## src/hw/rtl/btle_pkg.sv

```systemverilog
// ----------------------------------------------------------------------------
// Line encoder package
// Shared types and constants of the front end, command queue and back end.
// ----------------------------------------------------------------------------
`default_nettype none

package btle_pkg;

  // width of a line byte count (holds up to 63)
  localparam int LEN_W = 6;

  // line commands from front end to back end
  typedef struct packed {
    logic             line_en;
    logic             close_en;
    logic             bank;
    logic [LEN_W-1:0] len;
    logic [15:0]      crc;
  } cmd_t;

  // line buffer write from the front end
  typedef struct packed {
    logic             en;
    logic             bank;
    logic [LEN_W-1:0] pos;
    logic [7:0]       data;
  } wr_t;

  // line buffer bank handed back by the back end
  typedef struct packed {
    logic valid;
    logic bank;
  } rel_t;

  // back end sequencer states
  typedef enum logic [2:0] {
    B_IDLE,
    B_LEN,
    B_LOAD,
    B_CHAR,
    B_NL,
    B_CLM,
    B_CLNL
  } bstate_t;

endpackage

`default_nettype wire

```

## src/hw/rtl/btle_raw_if.sv

```systemverilog
// ----------------------------------------------------------------------------
// Raw byte channel
// Valid/ready channel carrying one input byte and its stream flags.
// ----------------------------------------------------------------------------
`default_nettype none

interface btle_raw_if;
  logic       valid;
  logic       ready;
  logic [7:0] data_byte;
  logic       byte_valid;
  logic       end_of_stream;

  modport source (output valid, data_byte, byte_valid, end_of_stream, input ready);
  modport sink (input valid, data_byte, byte_valid, end_of_stream, output ready);
endinterface

`default_nettype wire

```

## src/hw/rtl/btle_text_if.sv

```systemverilog
// ----------------------------------------------------------------------------
// Text character channel
// Valid/ready channel carrying one encoded character with CRC and markers.
// ----------------------------------------------------------------------------
`default_nettype none

interface btle_text_if;
  logic        valid;
  logic        ready;
  logic [6:0]  out_char;
  logic [15:0] crc_value;
  logic        run_last;
  logic        stream_done;

  modport source (output valid, out_char, crc_value, run_last, stream_done, input ready);
  modport sink (input valid, out_char, crc_value, run_last, stream_done, output ready);
endinterface

`default_nettype wire

```

## src/hw/rtl/btle_front.sv

```systemverilog
// ----------------------------------------------------------------------------
// Line encoder front end
// Accepts bytes, updates count and CRC, fills the line buffer and issues
// one command per transaction that produces text.
// ----------------------------------------------------------------------------
`default_nettype none

module btle_front #(
  parameter int LINE_BYTES = 45
) (
  input  wire logic          clk,
  input  wire logic          rst,
  btle_raw_if.sink           raw,
  output btle_pkg::cmd_t     cmd,
  output logic               cmd_valid,
  input  wire logic          cmd_ready,
  output btle_pkg::wr_t      wr,
  input  wire btle_pkg::rel_t rel
);
  import btle_pkg::*;

  localparam logic [15:0] CRC_POLY = 16'h1021;

  logic [LEN_W-1:0] count;
  logic [15:0]      crc;
  logic             wr_bank;
  logic [1:0]       busy;
  logic [1:0]       busy_next;

  logic             accept;
  logic [LEN_W-1:0] cnt_inc;
  logic [LEN_W-1:0] count_after;
  logic             full_line;
  logic             line_en;
  logic [15:0]      crc_next;

  // table entry for the byte-wise crc
  function automatic logic [15:0] crc_tab(input logic [7:0] idx);
    logic [15:0] v;
    v = {idx, 8'h00};
    for (int b = 0; b < 8; b++) begin
      v = v[15] ? ((v << 1) ^ CRC_POLY) : (v << 1);
    end
    return v;
  endfunction

  // classify the transaction
  assign raw.ready   = cmd_ready && !busy[wr_bank];
  assign accept      = raw.valid && raw.ready;
  assign cnt_inc     = count + LEN_W'(1);
  assign count_after = raw.byte_valid ? cnt_inc : count;
  assign full_line   = raw.byte_valid && (cnt_inc == LEN_W'(LINE_BYTES));
  assign line_en     = full_line || (raw.end_of_stream && (count_after != '0));
  assign crc_next    = crc_tab(crc[15:8]) ^ {crc[7:0], 8'h00} ^ {8'h00, raw.data_byte};

  // command toward the back end
  assign cmd_valid    = accept && (line_en || raw.end_of_stream);
  assign cmd.line_en  = line_en;
  assign cmd.close_en = raw.end_of_stream;
  assign cmd.bank     = wr_bank;
  assign cmd.len      = count_after;
  assign cmd.crc      = raw.byte_valid ? crc_next : crc;

  // line buffer write
  assign wr.en   = accept && raw.byte_valid;
  assign wr.bank = wr_bank;
  assign wr.pos  = count;
  assign wr.data = raw.data_byte;

  // bank ownership
  always_comb begin
    busy_next = busy;
    if (rel.valid) begin
      busy_next[rel.bank] = 1'b0;
    end
    if (accept && line_en) begin
      busy_next[wr_bank] = 1'b1;
    end
  end

  // line and crc state
  always_ff @(posedge clk) begin
    if (rst) begin
      count   <= '0;
      crc     <= '0;
      wr_bank <= 1'b0;
      busy    <= '0;
    end else begin
      busy <= busy_next;
      if (accept) begin
        if (raw.end_of_stream) begin
          crc <= '0;
        end else if (raw.byte_valid) begin
          crc <= crc_next;
        end
        if (raw.end_of_stream || full_line) begin
          count <= '0;
        end else begin
          count <= count_after;
        end
        if (line_en) begin
          wr_bank <= !wr_bank;
        end
      end
    end
  end

endmodule

`default_nettype wire

```

## src/hw/rtl/btle_cmdq.sv

```systemverilog
// ----------------------------------------------------------------------------
// Line encoder command queue
// Two-entry queue between front end and back end.
// ----------------------------------------------------------------------------
`default_nettype none

module btle_cmdq (
  input  wire logic           clk,
  input  wire logic           rst,
  input  wire btle_pkg::cmd_t push_cmd,
  input  wire logic           push,
  output logic                push_ready,
  output btle_pkg::cmd_t      pop_cmd,
  output logic                pop_valid,
  input  wire logic           pop
);
  import btle_pkg::*;

  cmd_t       entry [2];
  logic       wr_ptr;
  logic       rd_ptr;
  logic [1:0] fill;

  assign push_ready = (fill != 2'd2);
  assign pop_valid  = (fill != 2'd0);
  assign pop_cmd    = entry[rd_ptr];

  // storage
  always_ff @(posedge clk) begin
    if (push) begin
      entry[wr_ptr] <= push_cmd;
    end
  end

  // pointers and fill level
  always_ff @(posedge clk) begin
    if (rst) begin
      wr_ptr <= 1'b0;
      rd_ptr <= 1'b0;
      fill   <= '0;
    end else begin
      if (push) begin
        wr_ptr <= !wr_ptr;
      end
      if (pop) begin
        rd_ptr <= !rd_ptr;
      end
      case ({push, pop})
        2'b10:   fill <= fill + 2'd1;
        2'b01:   fill <= fill - 2'd1;
        default: fill <= fill;
      endcase
    end
  end

endmodule

`default_nettype wire

```

## src/hw/rtl/btle_back.sv

```systemverilog
// ----------------------------------------------------------------------------
// Line encoder back end
// Holds the two-bank line buffer and sequences each command into characters.
// ----------------------------------------------------------------------------
`default_nettype none

module btle_back #(
  parameter int LINE_BYTES = 45
) (
  input  wire logic           clk,
  input  wire logic           rst,
  input  wire btle_pkg::cmd_t q_cmd,
  input  wire logic           q_valid,
  output logic                q_pop,
  input  wire btle_pkg::wr_t  wr,
  output btle_pkg::rel_t      rel,
  btle_text_if.source         text
);
  import btle_pkg::*;

  localparam int DEPTH = 2 * LINE_BYTES;
  localparam int AW    = $clog2(DEPTH);

  localparam logic [6:0] CH_NL = 7'h0A;
  localparam logic [6:0] CH_M  = 7'h6D;
  localparam logic [6:0] CH_D  = 7'h64;
  localparam logic [6:0] CH_E  = 7'h65;
  localparam logic [6:0] CH_F  = 7'h66;
  localparam logic [6:0] CH_G  = 7'h67;
  localparam logic [6:0] CH_H  = 7'h68;

  logic [7:0]       mem [DEPTH];
  logic [7:0]       rdata;
  logic             rd_ok;
  logic [AW-1:0]    raddr;
  logic [AW-1:0]    waddr;

  bstate_t          state;
  bstate_t          state_next;
  cmd_t             cur;
  logic [1:0]       step;
  logic [LEN_W-1:0] base;
  logic [7:0]       g0;
  logic [7:0]       g1;
  logic [7:0]       g2;
  logic [LEN_W-1:0] pos;
  logic             pos_ok;
  logic [LEN_W-1:0] base_inc;

  logic             take;
  logic             emit;
  logic [6:0]       ech;
  logic             elast;
  logic             edone;
  logic [5:0]       sextet;

  logic             oval;
  logic [6:0]       ochar;
  logic [15:0]      ocrc;
  logic             olast;
  logic             odone;

  // 6-bit value to printable character
  function automatic logic [6:0] enc6(input logic [5:0] v);
    logic [6:0] c;
    c = {1'b0, v} + 7'h20;
    case (c)
      7'h20:   c = CH_M;
      7'h5B:   c = CH_D;
      7'h5C:   c = CH_E;
      7'h5D:   c = CH_F;
      7'h5E:   c = CH_G;
      7'h27:   c = CH_H;
      default: c = c;
    endcase
    return c;
  endfunction

  // line buffer ports
  assign waddr  = (wr.bank ? AW'(LINE_BYTES) : AW'(0)) + AW'(wr.pos);
  assign pos    = base + LEN_W'(step);
  assign pos_ok = (pos < cur.len);
  assign raddr  = pos_ok ? ((cur.bank ? AW'(LINE_BYTES) : AW'(0)) + AW'(pos)) : AW'(0);

  always_ff @(posedge clk) begin
    if (wr.en) begin
      mem[waddr] <= wr.data;
    end
    rdata <= mem[raddr];
    rd_ok <= pos_ok;
  end

  // group character select
  always_comb begin
    case (step)
      2'd0:    sextet = g0[7:2];
      2'd1:    sextet = {g0[1:0], g1[7:4]};
      2'd2:    sextet = {g1[3:0], g2[7:6]};
      default: sextet = g2[5:0];
    endcase
  end

  assign take     = !oval || text.ready;
  assign base_inc = base + LEN_W'(3);

  // sequencer next state and emitted character
  always_comb begin
    state_next = state;
    q_pop      = 1'b0;
    emit       = 1'b0;
    ech        = CH_NL;
    elast      = 1'b0;
    edone      = 1'b0;
    rel.valid  = 1'b0;
    rel.bank   = cur.bank;
    case (state)
      B_IDLE: begin
        if (q_valid) begin
          q_pop      = 1'b1;
          state_next = q_cmd.line_en ? B_LEN : B_CLM;
        end
      end
      B_LEN: begin
        emit = 1'b1;
        ech  = enc6(cur.len);
        if (take) begin
          state_next = B_LOAD;
        end
      end
      B_LOAD: begin
        if (step == 2'd3) begin
          state_next = B_CHAR;
        end
      end
      B_CHAR: begin
        emit = 1'b1;
        ech  = enc6(sextet);
        if (take && step == 2'd3) begin
          state_next = (base_inc >= cur.len) ? B_NL : B_LOAD;
        end
      end
      B_NL: begin
        emit  = 1'b1;
        ech   = CH_NL;
        elast = !cur.close_en;
        if (take) begin
          rel.valid  = 1'b1;
          state_next = cur.close_en ? B_CLM : B_IDLE;
        end
      end
      B_CLM: begin
        emit = 1'b1;
        ech  = CH_M;
        if (take) begin
          state_next = B_CLNL;
        end
      end
      B_CLNL: begin
        emit  = 1'b1;
        ech   = CH_NL;
        elast = 1'b1;
        edone = 1'b1;
        if (take) begin
          state_next = B_IDLE;
        end
      end
      default: state_next = B_IDLE;
    endcase
  end

  // sequencer state
  always_ff @(posedge clk) begin
    if (rst) begin
      state <= B_IDLE;
    end else begin
      state <= state_next;
    end
  end

  // command, group position and gathered bytes
  always_ff @(posedge clk) begin
    if (rst) begin
      step <= '0;
      base <= '0;
    end else if (q_pop) begin
      step <= '0;
      base <= '0;
    end else if (state == B_LOAD || (state == B_CHAR && take)) begin
      step <= step + 2'd1;
      if (state == B_CHAR && step == 2'd3) begin
        base <= base_inc;
      end
    end
  end

  always_ff @(posedge clk) begin
    if (q_pop) begin
      cur <= q_cmd;
    end
    if (state == B_LOAD) begin
      case (step)
        2'd1:    g0 <= rd_ok ? rdata : 8'h00;
        2'd2:    g1 <= rd_ok ? rdata : 8'h00;
        2'd3:    g2 <= rd_ok ? rdata : 8'h00;
        default: g0 <= g0;
      endcase
    end
  end

  // output register
  always_ff @(posedge clk) begin
    if (rst) begin
      oval <= 1'b0;
    end else if (emit && take) begin
      oval <= 1'b1;
    end else if (text.ready) begin
      oval <= 1'b0;
    end
  end

  always_ff @(posedge clk) begin
    if (emit && take) begin
      ochar <= ech;
      ocrc  <= cur.crc;
      olast <= elast;
      odone <= edone;
    end
  end

  assign text.valid       = oval;
  assign text.out_char    = ochar;
  assign text.crc_value   = ocrc;
  assign text.run_last    = olast;
  assign text.stream_done = odone;

endmodule

`default_nettype wire

```

## src/hw/rtl/binary_to_text_line_encoder_top.sv

```systemverilog
// ----------------------------------------------------------------------------
// Binary to text line encoder
// Encodes a byte stream into length-prefixed text lines with a running CRC-16.
// ----------------------------------------------------------------------------
// The front end can take one byte transaction per cycle while not stalled. The
// back end takes a command from the queue, sends the length character, then
// for each group of three bytes reads them from the line buffer over its
// single read port and sends them as four characters, and ends the line with
// a newline; the closing empty line is an m and a newline. No character is
// emitted while a group is read. The front end keeps taking bytes into the
// second line buffer bank while the back end sends the first; it stalls only
// when both banks hold lines not yet sent or the two-entry command queue is
// full. Every character carries the CRC after the bytes of its transaction;
// the closing newline carries the CRC of the whole stream.
// ----------------------------------------------------------------------------
`default_nettype none

module binary_to_text_line_encoder_top #(
  parameter int LINE_BYTES = 45
) (
  input  wire logic   clk,
  input  wire logic   rst,
  btle_raw_if.sink    raw,
  btle_text_if.source text
);
  import btle_pkg::*;

  cmd_t fq_cmd;
  logic fq_valid;
  logic fq_ready;
  cmd_t qb_cmd;
  logic qb_valid;
  logic qb_pop;
  wr_t  wr;
  rel_t rel;

  // byte intake and classification
  btle_front #(.LINE_BYTES(LINE_BYTES)) u_front (
    .clk       (clk),
    .rst       (rst),
    .raw       (raw),
    .cmd       (fq_cmd),
    .cmd_valid (fq_valid),
    .cmd_ready (fq_ready),
    .wr        (wr),
    .rel       (rel)
  );

  // command queue
  btle_cmdq u_cmdq (
    .clk        (clk),
    .rst        (rst),
    .push_cmd   (fq_cmd),
    .push       (fq_valid),
    .push_ready (fq_ready),
    .pop_cmd    (qb_cmd),
    .pop_valid  (qb_valid),
    .pop        (qb_pop)
  );

  // line buffer and character sequencer
  btle_back #(.LINE_BYTES(LINE_BYTES)) u_back (
    .clk     (clk),
    .rst     (rst),
    .q_cmd   (qb_cmd),
    .q_valid (qb_valid),
    .q_pop   (qb_pop),
    .wr      (wr),
    .rel     (rel),
    .text    (text)
  );

endmodule

`default_nettype wire

```

## src/flat_wrapper.sv

```systemverilog
// flat-port wrapper written by rule: the top's interface ports become plain ports
module binary_to_text_line_encoder_top_flat import btle_pkg::*;
#(
  parameter int LINE_BYTES = 45
)
  (clk, rst, raw_valid, raw_data_byte, raw_byte_valid, raw_end_of_stream, raw_ready, text_valid, text_out_char, text_crc_value, text_run_last, text_stream_done, text_ready);
  btle_raw_if raw_i ();
  btle_text_if text_i ();
  input  wire logic clk;
  input  wire logic rst;
  input wire logic [$bits(raw_i.valid)-1:0] raw_valid;
  input wire logic [$bits(raw_i.data_byte)-1:0] raw_data_byte;
  input wire logic [$bits(raw_i.byte_valid)-1:0] raw_byte_valid;
  input wire logic [$bits(raw_i.end_of_stream)-1:0] raw_end_of_stream;
  output wire logic [$bits(raw_i.ready)-1:0] raw_ready;
  output wire logic [$bits(text_i.valid)-1:0] text_valid;
  output wire logic [$bits(text_i.out_char)-1:0] text_out_char;
  output wire logic [$bits(text_i.crc_value)-1:0] text_crc_value;
  output wire logic [$bits(text_i.run_last)-1:0] text_run_last;
  output wire logic [$bits(text_i.stream_done)-1:0] text_stream_done;
  input wire logic [$bits(text_i.ready)-1:0] text_ready;
  assign raw_i.valid = raw_valid;
  assign raw_i.data_byte = raw_data_byte;
  assign raw_i.byte_valid = raw_byte_valid;
  assign raw_i.end_of_stream = raw_end_of_stream;
  assign raw_ready = raw_i.ready;
  assign text_valid = text_i.valid;
  assign text_out_char = text_i.out_char;
  assign text_crc_value = text_i.crc_value;
  assign text_run_last = text_i.run_last;
  assign text_stream_done = text_i.stream_done;
  assign text_i.ready = text_ready;
  binary_to_text_line_encoder_top #(.LINE_BYTES(LINE_BYTES)) u_core (.clk(clk), .rst(rst), .raw(raw_i), .text(text_i));
endmodule
```

## config.mk

```make
export PLATFORM = sky130hd
export DESIGN_NAME = binary_to_text_line_encoder_top_flat
export DESIGN_NICKNAME = d
export VERILOG_FILES = /design/src/hw/rtl/btle_pkg.sv /design/src/hw/rtl/btle_raw_if.sv /design/src/hw/rtl/btle_text_if.sv /design/src/hw/rtl/btle_front.sv /design/src/hw/rtl/btle_cmdq.sv /design/src/hw/rtl/btle_back.sv /design/src/hw/rtl/binary_to_text_line_encoder_top.sv /design/src/flat_wrapper.sv
export SDC_FILE = /design/constraint.sdc
export NUM_CORES = 1
export LEC_CHECK = 0
export ABC_AREA = 1
export BUFFER_PORTS_ARGS = -buffer_cell sky130_fd_sc_hd__buf_2
export CORE_MARGIN = 2
export CORE_UTILIZATION = 50
export CTS_CLUSTER_SIZE = 14
export DETAILED_ROUTE_END_ITERATION = 8
export HOLD_SLACK_MARGIN = 0.1
export PLACE_DENSITY = 0.71
export SYNTH_ARGS = -nofsm -noshare
export SYNTH_HDL_FRONTEND = slang
export SYNTH_SLANG_ARGS = --single-unit
export TNS_END_PERCENT = 1
```

## constraint.sdc

```tcl
create_clock -name clk -period 4.1 [get_ports clk]
set_input_delay 1.23 -clock clk [delete_from_list [all_inputs] [get_ports clk]]
set_output_delay 1.23 -clock clk [all_outputs]
set_load 0.1 [all_outputs]
```

---- Word level (Yosys, flattened, before mapping) ----
Memories as Yosys holds them, arrays and structs flattened. A register that Yosys moved wholly into a read port is not among the register bits.
Index checks and enable logic that the tools add are counted.
cells by class
  multiplexer cells ....................... 55
  bitwise logic cells ..................... 13
  order comparisons ....................... 6
  add/subtract/negate cells ............... 10
  eq/ne operators ......................... 32
  reduce and logical (&&, ||, !) cells .... 38
operator list
  cell                 number
  $mux 13              8
  $pmux 7 s6           2
  $eq 7x7->1 const B   8
  $mux 16              2
  $mux 3               10
  $eq 7x6->1 const B   4
  $mux 6               4
  $not 3->3            8
  $pmux 3 s7           1
  $pmux 7 s3           1
  $mux 1               18
  $pmux 6 s3           1
  $xor 16x16->16       1
  $xor 16x8->16        1
  $add 6x6->7 const B  2
  $ne 2x2->1 const B   7
  $logic_and 1x1->1    13
  $reduce_and 2->1     5
  $eq 3x3->1 const B   3
  $mux 8               1
  $add 6x6->7          1
  $add 7x6->7          1
  $mux 7               1
  $reduce_and 7->1     1
  30 further kinds     50
word-level totals
  output and inout port bits .............. 27
  word-level logic and storage cells ...... 179
  RAM bits ................................ 770
  register bits after elaboration ......... 115
  bits of input ports ..................... 14
  memories ................................ 2
memory list
  memory               depth  bits a word  read ports  clocked after Yosys merged registers in  write ports  RTL line         RTL
  u_core.u_back.mem    90     8            1           1                                        1            btle_back.sv:32  logic [7:0] mem [DEPTH];
  u_core.u_cmdq.entry  2      25           1           1                                        1            btle_cmdq.sv:19  cmd_t entry [2];

---- Depth between registers and ports, before layout ----
Gate-level depths: netlist of the first run.
  word-level depth ........................ 20
  depth in mapped cells ................... 23
  mapped depth without buffers ............ 21

---- Hierarchy ----
Synthesis of the first run repeated with hierarchy kept, for this count alone.
unflattened totals
  cell total of the unflattened synthesis .. 3,580
  area total of the unflattened synthesis .. 39,366.5 um2
by module, submodules not included
  module      area each (um2)  seq. area each (um2)  cells each  instances
  btle_back   35,429.0         24,233.2              3,211       1
  btle_cmdq   2,133.3          1,601.5               110         1
  btle_front  1,804.2          500.5                 259         1

---- Worst setup path before layout of the first run ----
No wires, ideal clock.
  path type ............................... register to register
  start ................................... register u_core.u_front.wr_bank
  end ..................................... memory u_core.u_cmdq.entry[1][0] in the netlist's numbering (enable)
  setup time .............................. 0.408 ns
  arrival time ............................ 3.759 ns
  stages on the path, launching flop included .. 7
  clock period less this slack ............ 4.167 ns
  slack ................................... -0.067 ns
  path buffers ............................ 0
  data required time ...................... 3.692 ns
  cells stage by stage .................... dfxtp_1 -> inv_1 -> a21oi_1 -> nand2_1 -> inv_1 -> nand2_1 -> nor2_1
between the ends
  cells in the longest elaborated chain, start to end .. 8
ends and longest elaborated chain
  item                                        RTL line            RTL
  start, declared                             btle_front.sv:26    logic wr_bank;
  start signal, assigned                      btle_front.sv:102   wr_bank <= !wr_bank;
  $mux 1 (not written as such) (2 in series)  btle_front.sv:48    assign raw.ready = cmd_ready && !busy[wr_bank];
  $logic_not 1->1                             btle_front.sv:48
  $logic_and 1x1->1                           btle_front.sv:48
  via raw_ready                               flat_wrapper.sv:15  output wire logic [$bits(raw_i.ready)-1:0] raw_ready;
  $logic_and 1x1->1                           btle_front.sv:49    assign accept = raw.valid && raw.ready;
  $logic_and 1x1->1                           btle_front.sv:57    assign cmd_valid = accept && (line_en || raw.end_of_stream);
  $mux 1                                      btle_cmdq.sv:30     if (push) begin
  $mux 1 (not written as such)                btle_cmdq.sv:31     entry[wr_ptr] <= push_cmd;
  end, declared                               btle_cmdq.sv:19
The timed path passes the listed nets, and every way through them passes these cells. The select of a mux whose other input is x is not followed.

---- Worst setup path after layout of the first run ----
  start ................................... register u_core.u_back.step[0]
  end ..................................... register u_core.u_back.rdata[4] (read register of u_core.u_back.mem)
between the ends
  cells in the longest elaborated chain, start to end .. 3
  elaborated cells on any way between the ends .. 4
  classes of those cells .................. add/sub (2); order compare (1); mux (1)
ends and longest elaborated chain
  item                                       RTL line                          RTL
  start, declared                            btle_back.sv:41                   logic [1:0] step;
  start signal, assigned                     btle_back.sv:189                  step <= step + 2'd1;
  $add 6x2->6 (*)                            btle_back.sv:81                   assign pos = base + LEN_W'(step);
  $add 6x6->7 or $lt 6x6->1 (tied branches)  btle_back.sv:83, btle_back.sv:82
  $mux 7 (*)                                 btle_back.sv:83                   assign raddr = pos_ok ? ((cur.bank ? AW'(LINE_BYTES) : AW'(0)) + AW'(pos)) : AW'(0);
  end, declared                              btle_back.sv:33                   logic [7:0] rdata;
Mark *: on every way between the ends. The rest lies on a longest branch, timed or not.
A chain may end at the register's enable or synchronous reset.

==> summary.md, run 1 <==
### Run status
* outcome: complete, no violations

### Placed design
* routability congestion estimate: 0.894
* pre-CTS worst setup slack: -87.5 ps
* PortBufs: 40
* Post-DP Area: 0.0407 sq mm
* DP HPWL: 60.2 mm

### Detailed routing
* violation count after the first detailed-routing iteration: 3777
* post-route ant nets: 0
* number of vias after detailed routing: 26.9k
* Total Routed Length: 103 mm
* number of detailed-route iterations in the first pass: 6
* routed length per placed instance: 21.4 microns
* post-detailed-route DRC marker count: 0
* average vias per placed instance: 5.64

### Critical path
* data required time at the worst endpoint: 4650 ps
* crit end category: register
* crit-path max FO: 46
* crit path launch type: register
* Reg2Reg Depth: 21
* CP Data Arrival Time: 4480 ps
* class of the most critical setup path: reg2reg

### Clock tree
* Clock Latency Late Sink: 660 ps
* number of buffers between clock root and the deepest sink: 3
* number of H-tree levels: 3
* CTS root buffer: sky130_fd_sc_hd__clkbuf_16
* clock-pin transition on the worst setup and hold timing paths: 60 ps
* post-cts hold buffer count: 0
* TritonCTS clock tree: done
* clk sinks: 894
* TritonCTS buffer count: 90

### Yosys
* number of instances in the synthesized netlist: 3588
* number of synthesized flops with an enable pin: 843
* post-synth cell types: 46
* Avg Cell Area, Syn: 10.8 sq um
* most area-hungry cell type in the Yosys netlist: sky130_fd_sc_hd__edfxtp_1
* Mapped Nets: 3634
* sequential area share after synthesis: 0.678
* synthesized cell area: 0.0388 sq mm
* post-synthesis register bit count: 894
* async set-reset flop share out of synthesis: 0
* area share of the largest cell type after synthesis: 0.652
* synth top area cells: sky130_fd_sc_hd__edfxtp_1 65%, sky130_fd_sc_hd__nand3_1 6.2%, sky130_fd_sc_hd__nand2_1 6.1%, sky130_fd_sc_hd__inv_1 4.5%, sky130_fd_sc_hd__nor2_1 3.3%
* most common cell in the netlist: sky130_fd_sc_hd__edfxtp_1
* most instantiated cells after synthesis: 843 x sky130_fd_sc_hd__edfxtp_1, 629 x sky130_fd_sc_hd__nand2_1, 482 x sky130_fd_sc_hd__nand3_1
* Yosys Warn Count: 0
* most used flip-flop cell after synthesis: sky130_fd_sc_hd__edfxtp_1

### Min path
* hold crit path type: reg2reg
* hold path depth: 0

### Power
* Leakage Power: 0.0172 uW
* maximum vdd drop: 0.000553 V
* total power of the final layout: 30400 uW
* power per standard cell area: 686 mW/mm^2

### Layout
* growth of design area from synthesis to finish: 14.1%
* Fill cells: 6261
* n_diodes: 0
* Final Cell Area: 0.0443 sq mm
* Nets: 3716
* share of layout cells above drive strength 1: 0.106

### Global routing
* maximum number of pins on one net before global-route repair: 103
* fraction of met2 tracks used by global routing: 0.388
* Total Routing Usage GR: 0.251
* met3 global-route usage: 0.0399
* vias in the first global route: 25.4k
* aggregate global routing overflow: 0
* busiest layer in global routing: met2
* global-route wire length before repair: 151 mm
* initial antenna violation count: 0
* met1 demand-to-capacity share in global routing: 0.353

### Timing
* transition time at the pin with the least slew margin: 983 ps
* final worst slack: 172 ps
* Max Transition Viols Final: 0
* ratio of final minimum period to clock period: 0.958
* Fin Clk Skew: 37.9 ps
* clock period minus final worst setup slack: 3930 ps
* Max Clock Freq: 255 MHz
* Final setup viols: 0
* setup_tns: 0 ps
* Hold Violations, Final: 0
* Max-slew headroom: 0.344

### Die
* die outline height: 283 microns
* # IOs: 41
* initial core utilization: 0.503
* overall die area: 0.0799 sq mm
* Placeable Area: 0.0772 sq mm
* number of rows in the core area: 102
* Die Span X: 283 microns

### Job
* maxcap violations: 0

## sequential cells by signal, indices dropped and copies added, names as in the netlist, 16 cells and up, named ones only
register and cells:
u_core.u_back.cur 23, u_core.u_cmdq.entry 50, u_core.u_back.mem 720, u_core.u_back.text.crc_value 16, u_core.u_front.crc 16
## power breakdown
part | switching (uW) | internal, uW | leakage, uW | total, uW
Combinational | 7910 | 3560 | 0.00781 | 11500
Sequential | 266 | 10600 | 0.00803 | 10800
Clock | 3430 | 4660 | 0.00140 | 8100
## cell usage in the layout (no fill, tap or decap), drive strengths merged, types with 4 or more instances in the layout
master | Yosys | final
o21bai | 7 | 7
nand3 | 485 | 485
xnor2 | 16 | 16
nor2 | 345 | 345
xor2 | 20 | 20
buf | 108 | 172
clkbuf | 86 | 135
a21oi | 61 | 61
a22o | 6 | 6
nand4 | 88 | 88
ha | 31 | 31
o221ai | 16 | 16
dfxtp | 51 | 51
nor3 | 6 | 6
o211ai | 55 | 55
edfxtp | 843 | 843
clkinv | 0 | 29
bufinv | 0 | 7
nand2 | 630 | 630
o21ai | 163 | 163
a22oi | 6 | 6
inv | 470 | 470
o22ai | 7 | 7
or2 | 72 | 72
a31oi | 4 | 4
## cells by family (layout without fill, tap and decap cells)
logic type / after synthesis / after routing / synth area share
muxes: 1 / 1 / 0.000258
adders and majority gates: 32 / 32 / 0.0105
DFF: 894 / 894 / 0.678
buffers and inverters: 664 / 817 / 0.0676
xor gates and xnor gates: 36 / 36 / 0.00812
and+or+nand+nor: 1629 / 1629 / 0.185
AOI/OAI and AO/OA: 332 / 332 / 0.0504
## path summary, 6_finish.rpt
| check | to | from | slack, ps |
|---|---|---|---|
| worst min register to register | u_core.u_back.text.crc_value[7]$_DFFE_PP_ | u_core.u_back.cur[7]$_DFFE_PP_ | 420 |
| worst min-delay path | u_core.u_back.text.crc_value[7]$_DFFE_PP_ | u_core.u_back.cur[7]$_DFFE_PP_ | 420 |
| worst max-delay path | u_core.u_back.rdata[4]$_DFF_P_ | u_core.u_back.step[0]$_SDFFE_PP0P_ | 170 |
| worst max register to register | u_core.u_back.rdata[4]$_DFF_P_ | u_core.u_back.step[0]$_SDFFE_PP0P_ | 170 |
## critical path, cell delays in order, from the launching register on
cell	delay, ps
sky130_fd_sc_hd__dfxtp_4	360
sky130_fd_sc_hd__ha_2	180
sky130_fd_sc_hd__inv_1	50
sky130_fd_sc_hd__fa_2	340
sky130_fd_sc_hd__or2_1	250
sky130_fd_sc_hd__xor2_2	160
sky130_fd_sc_hd__ha_1	290
sky130_fd_sc_hd__nand2_1	100
sky130_fd_sc_hd__inv_2	50
sky130_fd_sc_hd__a21oi_4	240
sky130_fd_sc_hd__buf_4	170
sky130_fd_sc_hd__nand3_4	70
sky130_fd_sc_hd__buf_12	160
sky130_fd_sc_hd__buf_16	170
sky130_fd_sc_hd__buf_16	190
sky130_fd_sc_hd__or2_0	230
sky130_fd_sc_hd__o211ai_1	80
sky130_fd_sc_hd__nand3_1	140
sky130_fd_sc_hd__nand3_1	130
sky130_fd_sc_hd__nand3_1	180
sky130_fd_sc_hd__nand3_2	180
sky130_fd_sc_hd__nand2_1	70
## repair_timing
action,in CTS,in global routing
resized for setup,2,52
pin swaps,2,5
cloned,2,11
buffers inserted,4,15
setup endpoints to repair,5,8
## layer usage
layer,vias to the layer above,wire (microns)
met3,244,9960
met1,12900,41200
li1,12400,-
met2,1399,47100
met4,0,4200
met5,-,0
## through the flow
stage | util | hold slack (ps) | std cells
floorplan | - | 400 | 3588
global placement | 0.527 | 404 | 4586
detailed placement | 0.527 | 405 | 4586
CTS | 0.566 | 419 | 4755
global route | 0.574 | 421 | 4781
finish | 0.574 | 419 | 4781
## final cells by class
type | count | area (sq um) | area share
flip-flops and latches | 894 | 26300 | 0.595
multi-input cells | 2030 | 10000 | 0.227
clock buffers | 125 | 2470 | 0.0558
repair buffers | 184 | 1950 | 0.0441
inverters | 470 | 1790 | 0.0403
well taps | 1040 | 1300 | 0.0294
clock inverters | 38 | 410 | 0.00926
(Power assumes the default switching activity.)
==> run 2, diff against run 1 <==
CTS_CLUSTER_DIAMETER = 80   (was unset)
PLACE_DENSITY = 0.65   (was 0.71)
SYNTH_HIERARCHICAL = 1   (was unset)
==> run 2 against run 1 <==
- total power fell by 4.2%
- largest power group unchanged
- cell count fell by 1.1%
- die area rose by 1.4%
- setup slack improved by 63 ps
- maximum frequency rose by 1.6%
- design area fell by 1.3%
==> summary.md, run 2 <==
### Detailed routing
* average vias per placed instance: 5.53
* post-route ant nets: 0
* violation count after the first detailed-routing iteration: 2929
* number of vias after detailed routing: 26.1k
* Total Routed Length: 99.1 mm
* number of detailed-route iterations in the first pass: 5
* post-detailed-route DRC marker count: 0
* routed length per placed instance: 20.9 microns

### Critical path
* cell family contributing the most delay on the critical path: simple AND/OR/NAND/NOR gates
* depth of the critical timing path with buffers and inverters included: 21
* Crit path buffers/inverters: 6
* crit-path max FO: 32
* crit end category: register
* class of the most critical setup path: reg2reg
* Reg2Reg Depth: 21
* Critical Path Sink: u_core/u_back/rdata[2]$_DFF_P_
* CP Data Arrival Time: 4440 ps
* Slowest Stage Delay on Critical Path: 390 ps
* crit path launch type: register
* reg2reg start: u_core/u_back/base[0]$_SDFFE_PP0P_
* Crit path top cell by count: sky130_fd_sc_hd__nand2_1
* Register-to-Register Setup Slack: 240 ps
* origin of the worst setup path: u_core/u_back/base[0]$_SDFFE_PP0P_
* data required time at the worst endpoint: 4680 ps
* cell with the biggest individual delay on the critical path: sky130_fd_sc_hd__fa_1
* worst flop-to-flop path endpoint: u_core/u_back/rdata[2]$_DFF_P_
* list of cells traversed by the critical path: ha_1, inv_1, fa_1, or2_1, xor2_2, ha_1, nand2_1, inv_2, a21oi_4, buf_4, nand2_2, inv_1, nand3_2, inv_2, buf_12, nand3_1, nand3_1, nand3_1, nand2_1, nand2_1, nand2_1

### Yosys
* Yosys Warn Count: 6
* area share of and/or/nand/nor cells after synthesis: 0.184
* most used flip-flop cell after synthesis: sky130_fd_sc_hd__edfxtp_1
* Avg Cell Area, Syn: 11.0 sq um
* synth top area cells: sky130_fd_sc_hd__edfxtp_1 64%, sky130_fd_sc_hd__nand3_1 6.4%, sky130_fd_sc_hd__nand2_1 5.4%, sky130_fd_sc_hd__inv_1 4.5%, sky130_fd_sc_hd__nor2_1 3.1%
* number of synthesized flops with an enable pin: 843
* post-synthesis register bit count: 894
* sequential area share after synthesis: 0.669
* synthesized cell area: 0.0394 sq mm
* area share of xor/xnor cells in the synthesized design: 0.00865
* async set-reset flop share out of synthesis: 0
* area share of the largest cell type after synthesis: 0.643
* most common cell in the netlist: sky130_fd_sc_hd__edfxtp_1
* compound-cell area share of the yosys netlist: 0.0472
* post-synth cell types: 56
* mux cell area share after synthesis: 0.00906
* combinational family with the most area after synthesis: simple AND/OR/NAND/NOR gates
* adder and majority gate portion of the synthesized area: 0.0104
* Mapped Nets: 3626
* most area-hungry cell type in the Yosys netlist: sky130_fd_sc_hd__edfxtp_1
* most instantiated cells after synthesis: 843 x sky130_fd_sc_hd__edfxtp_1, 569 x sky130_fd_sc_hd__nand2_1, 505 x sky130_fd_sc_hd__nand3_1
* number of instances in the synthesized netlist: 3580

### Power
* clock network power share: 0.229
* power per standard cell area: 666 mW/mm^2
* switching portion of total power: 0.394
* Internal: 17700 uW
* switching power: 11500 uW
* sequential cell fraction of total power: 0.372
* Leakage Power: 0.0169 uW
* part of the power in combinational logic: 0.399
* maximum vdd drop: 0.000633 V

### Global routing
* global-route wire length before repair: 150 mm
* aggregate global routing overflow: 0
* initial antenna violation count: 0
* Total Routing Usage GR: 0.242
* maximum number of pins on one net before global-route repair: 93
* vias in the first global route: 24.8k

### Timing
* worst hold slack: 418 ps
* ratio of final minimum period to clock period: 0.943
* Fin Clk Skew: 29.8 ps
* Hold Violations, Final: 0
* Max Transition Viols Final: 0
* transition time at the pin with the least slew margin: 1060 ps
* Max Clock Freq: 259 MHz
* setup_tns: 0 ps
* RSZ-0062 raised after global routing: no
* clock period minus final worst setup slack: 3860 ps
* Final setup viols: 0
* Max-slew headroom: 0.293
* final worst slack: 235 ps

### Clock tree
* TritonCTS clock tree: done
* clk sinks: 894
* TritonCTS buffer count: 74
* number of buffers between clock root and the deepest sink: 3
* Clock Latency Late Sink: 640 ps
* clock-pin transition on the worst setup and hold timing paths: 70 ps
* CTS root buffer: sky130_fd_sc_hd__clkbuf_16
* number of H-tree levels: 3

### Layout
* total area of multi-input combinational cells: 0.0103 sq mm
* most common cell after layout, fill and taps aside: sky130_fd_sc_hd__edfxtp_1
* top register by number of flip-flops: u_core/u_back/mem
* share of layout cells above drive strength 1: 0.110
* Nets: 3693
* biggest regs: u_core/u_back/mem x720, u_core/u_cmdq/entry x50, u_core/u_back/cur x23
* final cell count without fillers: 4729
* flip-flop count of the largest register, all copies and words added: 720
* Fill cells: 6377
* growth of design area from synthesis to finish: 11.1%
* commonest cells after routing, fill and taps aside: 843 x sky130_fd_sc_hd__edfxtp_1, 569 x sky130_fd_sc_hd__nand2_1, 504 x sky130_fd_sc_hd__nand3_1
* FF+latch area: 0.0263 sq mm

### Die
* # IOs: 41
* die outline height: 285 microns
* overall die area: 0.0810 sq mm
* number of rows in the core area: 102
* initial core utilization: 0.507
* Placeable Area: 0.0777 sq mm
* Die Span X: 285 microns

### Run status
* outcome: complete, no violations

### Placed design
* pre-CTS worst setup slack: 100 ps
* DP HPWL: 59.1 mm
* placed cell count: 4602
* PortBufs: 40
* routability congestion estimate: 0.863

### Job
* maxcap violations: 0

### Min path
* hold path depth: 0
* hold crit path type: reg2reg

[run 2: logic make-up after synthesis]
kind of cell,after synthesis
DFF,894
and+or+nand+nor,1607
xor gates and xnor gates,35
adders and majority gates,32
muxes,25
buffers and inverters,687
AOI/OAI and AO/OA,300
[run 2: how the worst min path moves through the flow]
stage	startpoint	to
2_1_floorplan	u_core/u_back/cur[0]$_DFFE_PP_	u_core/u_back/text.crc_value[0]$_DFFE_PP_
3_3_place_gp	u_core/u_back/cur[3]$_DFFE_PP_	u_core/u_back/text.crc_value[3]$_DFFE_PP_
3_5_place_dp	u_core/u_back/cur[10]$_DFFE_PP_	u_core/u_back/text.crc_value[10]$_DFFE_PP_
4_1_cts	u_core/u_back/cur[10]$_DFFE_PP_	u_core/u_back/text.crc_value[10]$_DFFE_PP_
5_1_grt	u_core/u_back/cur[8]$_DFFE_PP_	u_core/u_back/text.crc_value[8]$_DFFE_PP_
6_report	u_core/u_back/cur[8]$_DFFE_PP_	u_core/u_back/text.crc_value[8]$_DFFE_PP_
[run 2: per-layer routing]
metal / track usage / wire length [microns] / vias to the layer above
met4: 0.0709 / 2860 / 0
met2: 0.392 / 47200 / 1011
li1: - / - / 12300
met3: 0.0310 / 6670 / 175
met5: 0 / 0 / -
met1: 0.342 / 42400 / 12600
[run 2: worst register-to-register path: cells and delay by family (launching register included)]
kind | cells | cell delay [ps]
and+or+nand+nor | 10 | 1460
adders and majority gates | 3 | 840
buffers and inverters | 6 | 790
DFF | 1 | 380
AOI/OAI and AO/OA | 1 | 170
xor gates and xnor gates | 1 | 160
[run 2: per-stage QoR]
| stage | power (uW) | instance area [sq um] | util |
|---|---|---|---|
| after CTS | 28800 | 43500 | 0.560 |
| after detailed placement | 22200 | 41400 | 0.533 |
| final | 29100 | 43700 | 0.563 |
| after global placement | 22100 | 41400 | 0.533 |
| after floorplan | 18700 | 39400 | - |
| after global routing | 30600 | 43700 | 0.563 |
[run 2: final cells by class]
type	count	area share
diodes	1	0.0000572
clock buffers	114	0.0482
clock inverters	3	0.000629
inverters	476	0.0410
multi-input cells	1999	0.234
flip-flops and latches	894	0.602
well taps	1040	0.0298
repair buffers	202	0.0436
[run 2: power groups by stage]
stage	clock (uW)	combinational (uW)	sequential [uW]
6_report	6660	11600	10800
4_1_cts	6770	11200	10800
3_5_place_dp	0	11200	11000
3_3_place_gp	0	11100	11000
5_1_grt	7080	12600	10900
2_1_floorplan	0	6810	11800
[run 2: what timing repair did]
| item | in CTS | in global routing |
|---|---|---|
| gates resized for setup | 0 | 9 |
| setup endpoints to repair | 0 | 8 |
| hold buffers | 0 | 0 |
| setup buffers | 0 | 5 |
